==> src/pitp_pkg.sv <==
// Shared types and constants for the projected point-in-triangle block.
package pitp_pkg;

  localparam int DEF_COORD_BITS = 32;
  localparam int PORT_BITS      = 32;
  localparam int NUM_VERTS      = 3;

  // Request codes carried by in_req_type.
  localparam logic [1:0] REQ_VERTEX = 2'd0;
  localparam logic [1:0] REQ_NORMAL = 2'd1;
  localparam logic [1:0] REQ_TEST   = 2'd2;

  // Projection codes chosen from the dominant normal component.
  localparam logic [1:0] AXIS_X = 2'd0;  // y runs along, z compared
  localparam logic [1:0] AXIS_Y = 2'd1;  // z runs along, x compared
  localparam logic [1:0] AXIS_Z = 2'd2;  // y runs along, x compared

  // Status from the edge sequencer to the top level.
  typedef struct packed {
    logic busy;
    logic done;
    logic hit;
  } seq_stat_t;

endpackage

==> src/pitp_mul.sv <==
// Shared signed multiplier with a registered product.
module pitp_mul import pitp_pkg::*; #(
  parameter int OP_BITS = DEF_COORD_BITS + 1
) (
  input  logic                        clk,
  input  logic                        en,
  input  logic signed [OP_BITS-1:0]   op_a,
  input  logic signed [OP_BITS-1:0]   op_b,
  output logic signed [2*OP_BITS-1:0] prod
);

  logic signed [2*OP_BITS-1:0] prod_r;
  logic signed [2*OP_BITS-1:0] prod_nxt;

  always_comb begin
    prod_nxt = prod_r;
    if (en) begin
      prod_nxt = (2*OP_BITS)'(op_a) * (2*OP_BITS)'(op_b);
    end
  end

  always_ff @(posedge clk) begin
    prod_r <= prod_nxt;
  end

  assign prod = prod_r;

endmodule

==> src/pitp_seq.sv <==
// Edge walker: tests the three projected edges one after another on the shared multiplier.
module pitp_seq import pitp_pkg::*; #(
  parameter int CW = DEF_COORD_BITS
) (
  input  logic                 clk,
  input  logic                 rst_n,
  input  logic                 start,
  input  logic                 out_free,
  input  logic signed [CW-1:0] run_in [NUM_VERTS],
  input  logic signed [CW-1:0] cmp_in [NUM_VERTS],
  input  logic signed [CW-1:0] pt_run,
  input  logic signed [CW-1:0] pt_cmp,
  output seq_stat_t            stat
);

  localparam int DW = CW + 1;
  localparam int PW = 2 * DW;

  localparam logic [2:0] ST_IDLE = 3'd0;
  localparam logic [2:0] ST_CHK  = 3'd1;
  localparam logic [2:0] ST_MN   = 3'd2;
  localparam logic [2:0] ST_ML   = 3'd3;
  localparam logic [2:0] ST_CMP  = 3'd4;
  localparam logic [2:0] ST_DONE = 3'd5;

  localparam logic [1:0] LAST_EDGE = 2'(NUM_VERTS - 1);

  logic [2:0] state_r, state_nxt;
  logic [1:0] edge_r, edge_nxt;
  logic       inside_r, inside_nxt;

  // Slot 0 always holds the current vertex and slot 2 the previous one;
  // the rings rotate once per edge.
  logic signed [CW-1:0] run_r [NUM_VERTS];
  logic signed [CW-1:0] cmp_r [NUM_VERTS];
  logic signed [CW-1:0] prun_r, pcmp_r;

  logic signed [DW-1:0] da_r, db_r, dl_r, dd_r;
  logic signed [PW-1:0] n_r;

  logic                 straddle;
  logic                 advance;
  logic                 below;
  logic                 dpos;
  logic                 mul_en;
  logic signed [DW-1:0] op_a, op_b;
  logic signed [PW-1:0] prod;

  pitp_mul #(.OP_BITS(DW)) u_mul (
    .clk  (clk),
    .en   (mul_en),
    .op_a (op_a),
    .op_b (op_b),
    .prod (prod)
  );

  assign straddle = ((run_r[0] <= prun_r) && (prun_r < run_r[2])) ||
                    ((run_r[2] <= prun_r) && (prun_r < run_r[0]));
  assign dpos     = (dd_r > 0);
  // prod holds l = (point_cmp - cx) * d here, n_r holds (point_run - ca) * (px - cx).
  assign below    = dpos ? (prod < n_r) : (n_r < prod);

  always_comb begin
    mul_en = 1'b0;
    op_a   = da_r;
    op_b   = db_r;
    unique case (state_r)
      ST_MN: begin
        mul_en = 1'b1;
      end
      ST_ML: begin
        mul_en = 1'b1;
        op_a   = dl_r;
        op_b   = dd_r;
      end
      default: begin
        mul_en = 1'b0;
      end
    endcase
  end

  always_comb begin
    state_nxt  = state_r;
    edge_nxt   = edge_r;
    inside_nxt = inside_r;
    advance    = 1'b0;
    unique case (state_r)
      ST_IDLE: begin
        if (start) begin
          state_nxt  = ST_CHK;
          edge_nxt   = '0;
          inside_nxt = 1'b0;
        end
      end
      ST_CHK: begin
        if (straddle) begin
          state_nxt = ST_MN;
        end else begin
          advance = 1'b1;
        end
      end
      ST_MN: begin
        state_nxt = ST_ML;
      end
      ST_ML: begin
        state_nxt = ST_CMP;
      end
      ST_CMP: begin
        advance = 1'b1;
        if (below) begin
          inside_nxt = ~inside_r;
        end
      end
      ST_DONE: begin
        if (out_free) begin
          state_nxt = ST_IDLE;
        end
      end
      default: begin
        state_nxt = ST_IDLE;
      end
    endcase
    if (advance) begin
      if (edge_r == LAST_EDGE) begin
        state_nxt = ST_DONE;
      end else begin
        state_nxt = ST_CHK;
        edge_nxt  = edge_r + 2'd1;
      end
    end
  end

  always_ff @(posedge clk) begin
    if (!rst_n) begin
      state_r  <= ST_IDLE;
      edge_r   <= '0;
      inside_r <= 1'b0;
    end else begin
      state_r  <= state_nxt;
      edge_r   <= edge_nxt;
      inside_r <= inside_nxt;
    end
  end

  always_ff @(posedge clk) begin
    if (state_r == ST_IDLE && start) begin
      run_r  <= run_in;
      cmp_r  <= cmp_in;
      prun_r <= pt_run;
      pcmp_r <= pt_cmp;
    end else if (advance) begin
      run_r[0] <= run_r[1];
      run_r[1] <= run_r[2];
      run_r[2] <= run_r[0];
      cmp_r[0] <= cmp_r[1];
      cmp_r[1] <= cmp_r[2];
      cmp_r[2] <= cmp_r[0];
    end
    if (state_r == ST_CHK) begin
      da_r <= DW'(prun_r) - DW'(run_r[0]);
      db_r <= DW'(cmp_r[2]) - DW'(cmp_r[0]);
      dl_r <= DW'(pcmp_r) - DW'(cmp_r[0]);
      dd_r <= DW'(run_r[2]) - DW'(run_r[0]);
    end
    if (state_r == ST_ML) begin
      n_r <= prod;
    end
  end

  assign stat.busy = (state_r != ST_IDLE);
  assign stat.done = (state_r == ST_DONE) && out_free;
  assign stat.hit  = inside_r;

endmodule

==> src/point_in_triangle_projected.sv <==
// Top level of the projected point-in-triangle block: vertex store, projection choice, handshakes.
// Loads (vertex or normal) are written when accepted and give no result. A test transaction
// gives one result: 1 when the point lies inside the triangle projected onto the plane picked
// by the largest normal component. A test occupies the block through these steps: the accept,
// a check of each edge, for each edge that straddles the point two products on the single
// shared multiplier and a compare (under the half-open rule either no side or exactly two
// sides straddle), and the handoff of the result to the output register, which waits while an
// earlier result still waits there. in_stall is high from the accepting edge until that handoff.
// The result register holds its value until taken, and a new transaction may be accepted
// while it waits. Vertices and the normal must be loaded before the first test.
module point_in_triangle_projected import pitp_pkg::*; #(
  parameter int COORD_BITS = DEF_COORD_BITS
) (
  input  logic                 clk,
  input  logic                 rst_n,
  input  logic                 in_valid,
  output logic                 in_stall,
  input  logic [1:0]           in_req_type,
  input  logic [1:0]           in_vertex_slot,
  input  logic signed [PORT_BITS-1:0] in_value_x,
  input  logic signed [PORT_BITS-1:0] in_value_y,
  input  logic signed [PORT_BITS-1:0] in_value_z,
  output logic                 out_valid,
  input  logic                 out_stall,
  output logic                 out_inside_res
);

  localparam int CW = (COORD_BITS < PORT_BITS) ? COORD_BITS : PORT_BITS;

  logic signed [CW-1:0] vx_r [NUM_VERTS];
  logic signed [CW-1:0] vy_r [NUM_VERTS];
  logic signed [CW-1:0] vz_r [NUM_VERTS];
  logic [1:0]           axis_r;
  logic                 out_valid_r, out_valid_nxt;
  logic                 inside_r;

  logic signed [CW-1:0] px, py, pz;
  logic [CW-1:0]        ax, ay, az;
  logic [1:0]           axis_new;
  logic                 accept;
  logic                 out_free;
  logic                 run_is_z, cmp_is_z;
  logic signed [CW-1:0] run_v [NUM_VERTS];
  logic signed [CW-1:0] cmp_v [NUM_VERTS];
  logic signed [CW-1:0] pt_run, pt_cmp;
  seq_stat_t            stat;

  // Coordinates are taken from the low CW bits of each port, read as signed values.
  assign px = in_value_x[CW-1:0];
  assign py = in_value_y[CW-1:0];
  assign pz = in_value_z[CW-1:0];

  assign accept   = in_valid && !in_stall;
  assign in_stall = stat.busy;
  assign out_free = !out_valid_r || !out_stall;

  // The most negative value negates to itself, which reads correctly as unsigned.
  assign ax = (px < 0) ? CW'(-px) : CW'(px);
  assign ay = (py < 0) ? CW'(-py) : CW'(py);
  assign az = (pz < 0) ? CW'(-pz) : CW'(pz);

  always_comb begin
    if (az > ay) begin
      axis_new = (az > ax) ? AXIS_Z : AXIS_X;
    end else if (ay > ax) begin
      axis_new = AXIS_Y;
    end else begin
      axis_new = AXIS_X;
    end
  end

  always_ff @(posedge clk) begin
    if (accept && in_req_type == REQ_VERTEX && in_vertex_slot < 2'(NUM_VERTS)) begin
      vx_r[in_vertex_slot] <= px;
      vy_r[in_vertex_slot] <= py;
      vz_r[in_vertex_slot] <= pz;
    end
    if (accept && in_req_type == REQ_NORMAL) begin
      axis_r <= axis_new;
    end
    if (stat.done) begin
      inside_r <= stat.hit;
    end
  end

  assign run_is_z = (axis_r == AXIS_Y);
  assign cmp_is_z = (axis_r == AXIS_X);

  always_comb begin
    for (int i = 0; i < NUM_VERTS; i++) begin
      run_v[i] = run_is_z ? vz_r[i] : vy_r[i];
      cmp_v[i] = cmp_is_z ? vz_r[i] : vx_r[i];
    end
  end

  assign pt_run = run_is_z ? pz : py;
  assign pt_cmp = cmp_is_z ? pz : px;

  pitp_seq #(.CW(CW)) u_seq (
    .clk      (clk),
    .rst_n    (rst_n),
    .start    (accept && in_req_type == REQ_TEST),
    .out_free (out_free),
    .run_in   (run_v),
    .cmp_in   (cmp_v),
    .pt_run   (pt_run),
    .pt_cmp   (pt_cmp),
    .stat     (stat)
  );

  always_comb begin
    out_valid_nxt = out_valid_r;
    if (out_valid_r && !out_stall) begin
      out_valid_nxt = 1'b0;
    end
    if (stat.done) begin
      out_valid_nxt = 1'b1;
    end
  end

  always_ff @(posedge clk) begin
    if (!rst_n) begin
      out_valid_r <= 1'b0;
    end else begin
      out_valid_r <= out_valid_nxt;
    end
  end

  assign out_valid      = out_valid_r;
  assign out_inside_res = inside_r;

endmodule

==> config.mk <==
export PLATFORM = sky130hd
export DESIGN_NAME = point_in_triangle_projected
export DESIGN_NICKNAME = d
export VERILOG_FILES = /design/src/pitp_pkg.sv /design/src/pitp_mul.sv /design/src/pitp_seq.sv /design/src/point_in_triangle_projected.sv
export SDC_FILE = /design/constraint.sdc
export NUM_CORES = 2
export LEC_CHECK = 0
export ABC_CLOCK_PERIOD_IN_PS = 50800
export BUFFER_PORTS_ARGS = -buffer_cell sky130_fd_sc_hd__buf_2
export CAP_MARGIN = 20
export CELL_PAD_IN_SITES_DETAIL_PLACEMENT = 1
export CELL_PAD_IN_SITES_GLOBAL_PLACEMENT = 1
export CORE_MARGIN = 1.5
export CORE_UTILIZATION = 55
export DETAILED_ROUTE_END_ITERATION = 8
export GPL_ROUTABILITY_DRIVEN = 0
export GPL_TIMING_DRIVEN = 1
export PLACE_DENSITY_LB_ADDON = 0.25
export SETUP_SLACK_MARGIN = 0.4
export SYNTH_ARGS = -nofsm -noshare
export SYNTH_HDL_FRONTEND = slang
export SYNTH_HIERARCHICAL = 1
export SYNTH_SLANG_ARGS = --single-unit
==> constraint.sdc <==
create_clock -name clk -period 50.8 [get_ports clk]
set_input_delay 5.08 -clock clk [delete_from_list [all_inputs] [get_ports clk]]
set_output_delay 5.08 -clock clk [all_outputs]
set_load 0.02 [all_outputs]
==> key figures <==
Outcome
  • Status: finished clean

Die
  • Die extent in x: between 300 and 400 microns
  • Die area: between 0.15 and 0.2 sq mm
  • DIE HEIGHT: 392 microns
  • Core Area: about 0.15 sq mm
  • IO Pins: approximately 110
  • Core Rows: 142
  • Initial Utilization: 0.555

Clock tree
  • H-tree depth: 3
  • CTS Buffer Depth: 3
  • Post-CTS Setup Inserts: 0
  • Post-CTS resize count: 0
  • Num CTS Buffers: 91
  • Clk sinks: between 800 and 900
  • CTS tree: done
  • Hold Buf Count CTS: 0
  • CTS Root Buffer Type: clkbuf_16
  • Clock Pin Slew Worst Setup and Hold Paths: 0.06 ns
  • Clock latency on the worst-skew pair: about 0.7 ns

Yosys
  • Synth top area share: 0.293
  • Ys async rst share: 0
  • Count leader, synth: inv_1
  • Post-synth net total: between 9000 and 10000
  • Post-synthesis register bit count: a little over 800
  • Number of distinct library cells after synthesis: 117
  • Area of the mapped netlist: 0.0833 sq mm
  • Area leader, netlist: edfxtp_1
  • Commonest cells in the netlist: inv_1 (1406), fa_1 (1149), nand2_1 (1088)
  • Top FF cell, synth: edfxtp_1
  • Syn avg cell area: about 11 sq um
  • Top post-synthesis cells by area: edfxtp_1 (29%), fa_1 (28%), ha_1 (8.1%)
  • Post-synthesis sequential area ratio: 0.294
  • Mapped Cells: about 8000
  • Number of flops mapped to enable cells by yosys: a little over 800
  • Yosys warnings: 6

STA
  • RSZ-0062 raised after global routing: no
  • Worst Skew: approximately 0.063 ns
  • Setup violations, final: 0
  • Worst slew margin: 0.218
  • Least-Margin Pin Slew: about 1.2 ns
  • Achievable Freq: roughly 0.1 GHz
  • Max Slew Vio Count: 0
  • Final hold violation count: 0
  • Final TNS setup: 0 ns
  • Period Utilization, post-route: 0.201
  • Post-layout minimum cycle time: approximately 10 ns

Worst setup path
  • Critical path type: reg -> reg
  • Critical path's slowest cell: mux2_2
  • Maximum fanout along the worst path: between 60 and 70
  • Kind of start point of the critical path: flip-flop
  • Most frequent CP cell: fa_1
  • R2R setup slack: 40.57 ns
  • CP Data Arrival Time: around 11 ns
  • WP data required: 51.27 ns
  • CP max stage delay: between 0.9 and 1 ns
  • Crit path capture type: flip-flop

Detailed routing
  • Via density: 5.95
  • Routed via count: 58971
  • Initial DRC count: 4804
  • Mean routed wirelength per cell: 25.9 microns
  • 1st-pass router iterations: 6
  • Final ANT Viol Nets: 0
  • # DRC: 0
  • Total Wirelength: 256000 microns

Global routing
  • Number of global-route vias before repair: about 66000
  • GRT Overall Usage: 0.338
  • GR Overflow Total: 0
  • Largest net degree at the start of global routing: around 160
  • Number of antenna violations at the first check in global routing: 16
  • First-pass GRT wire length: between 300000 and 400000 microns

Final layout
  • Final nets: around 9600
  • Share of cells above drive strength 1: 0.0876
  • Syn-to-layout area delta: 6.39%

Placed design
  • Post-DP HPWL: a little under 200000 microns
  • Port bufs: roughly 110

Worst hold path
  • Tightest Hold Check Type: reg -> reg

Flow run
  • # Max-Cap Violations: 0
-- worst max-delay path, delay by kind of cell, from the launching register on --
family	cells	cell delay [ns]
multiplexers	1	0.99
AO/OA/AOI/OAI	5	1.20
buffers and inverters	6	0.67
XOR/XNOR	1	0.15
adder cells (fa/ha/maj)	9	4.76
flip-flops	1	0.52
AND/OR/NAND/NOR	6	1.60
-- kinds of logic (layout without fill, tap and decap cells) --
group | count (synthesis) | after routing | share of synthesized area
and+or+nand+nor | 2219 | 2219 | 0.129
buffers and inverters | 1725 | 1720 | 0.0783
adders and majority gates | 1688 | 1688 | 0.357
AOI/OAI and AO/OA | 850 | 850 | 0.0696
DFF | 818 | 818 | 0.294
muxes | 324 | 324 | 0.0437
xor gates and xnor gates | 262 | 262 | 0.0277
other | 0 | 10 | 0
-- worst paths after layout --
| kind | startpoint | end | depth (start not counted) |
|---|---|---|---|
| worst max-delay path | u_seq/state_r[1] | u_seq/u_mul/prod[63] | 28 |
| worst min-delay path | u_seq/u_mul/prod[12] | u_seq/n_r[12] | 0 |
| worst max register to register | u_seq/state_r[1] | u_seq/u_mul/prod[63] | 28 |
| worst min register to register | u_seq/u_mul/prod[12] | u_seq/n_r[12] | 0 |
-- through the flow --
step           cell area [sq um]  cells  worst slack [ns]  hold WS [ns]  utilization
5_1_grt                    88600   9902             40.07         0.459        0.590
3_3_place_gp               85400   9729             40.87         0.432        0.569
2_1_floorplan              83300   7886             34.92         0.426            -
3_5_place_dp               85400   9729             40.65         0.438        0.569
4_1_cts                    88500   9897             40.62         0.446        0.590
6_report                   88600   9907             40.57         0.443        0.590
-- flip-flops by register name, summed over array words and instances (netlist names), named ones only --
signal and flops:
vx_r 96, u_seq/pcmp_r 32, u_seq/n_r 66, u_seq/dd_r 33
vy_r 96, u_seq/db_r 33, u_seq/cmp_r 96, u_seq/inside_r 1
u_seq/u_mul/prod 66, axis_r 2, vz_r 96, u_seq/edge_r 1
u_seq/da_r 33, u_seq/run_r 96, out_valid 1, u_seq/dl_r 33
u_seq/prun_r 32, u_seq/state_r 3, out_inside_res 1
-- layer usage --
layer / track usage / wire, microns
met3: 0.0527 / 18300
met5: 0 / 28
met1: 0.432 / 102000
met4: 0.149 / 11600
met2: 0.567 / 125000
-- placed cells by master (no fill, tap or decap), types with 27 or more instances in the layout --
cell	n
inv_1	1404
fa_1	1149
nand2_1	1085
edfxtp_1	811
and2_1	570
ha_1	539
mux2_2	319
o21ai_0	211
a21oi_1	187
xnor2_1	175
nor2_1	172
a21o_1	136
buf_2	106
clkbuf_16	91
xor2_1	86
nand3_1	63
nand4_1	56
nor3_1	43
o21a_1	40
nor2b_1	38
buf_4	38
nand2b_1	37
o31ai_1	30
a211oi_1	29
clkinv_1	27
-- layout make-up --
cell class | count | area [sq um]
fillers | 15969 | 61600
multi-input cells | 5343 | 52300
flip-flops and latches | 818 | 24500
inverters | 1407 | 5290
well taps | 2016 | 2520
clock buffers | 102 | 2320
repair buffers | 145 | 836
clock inverters | 66 | 786
diodes | 10 | 25.0
Power is not shown: default switching activity piles up to over one toggle a cycle in this logic, so the estimate is an artifact.
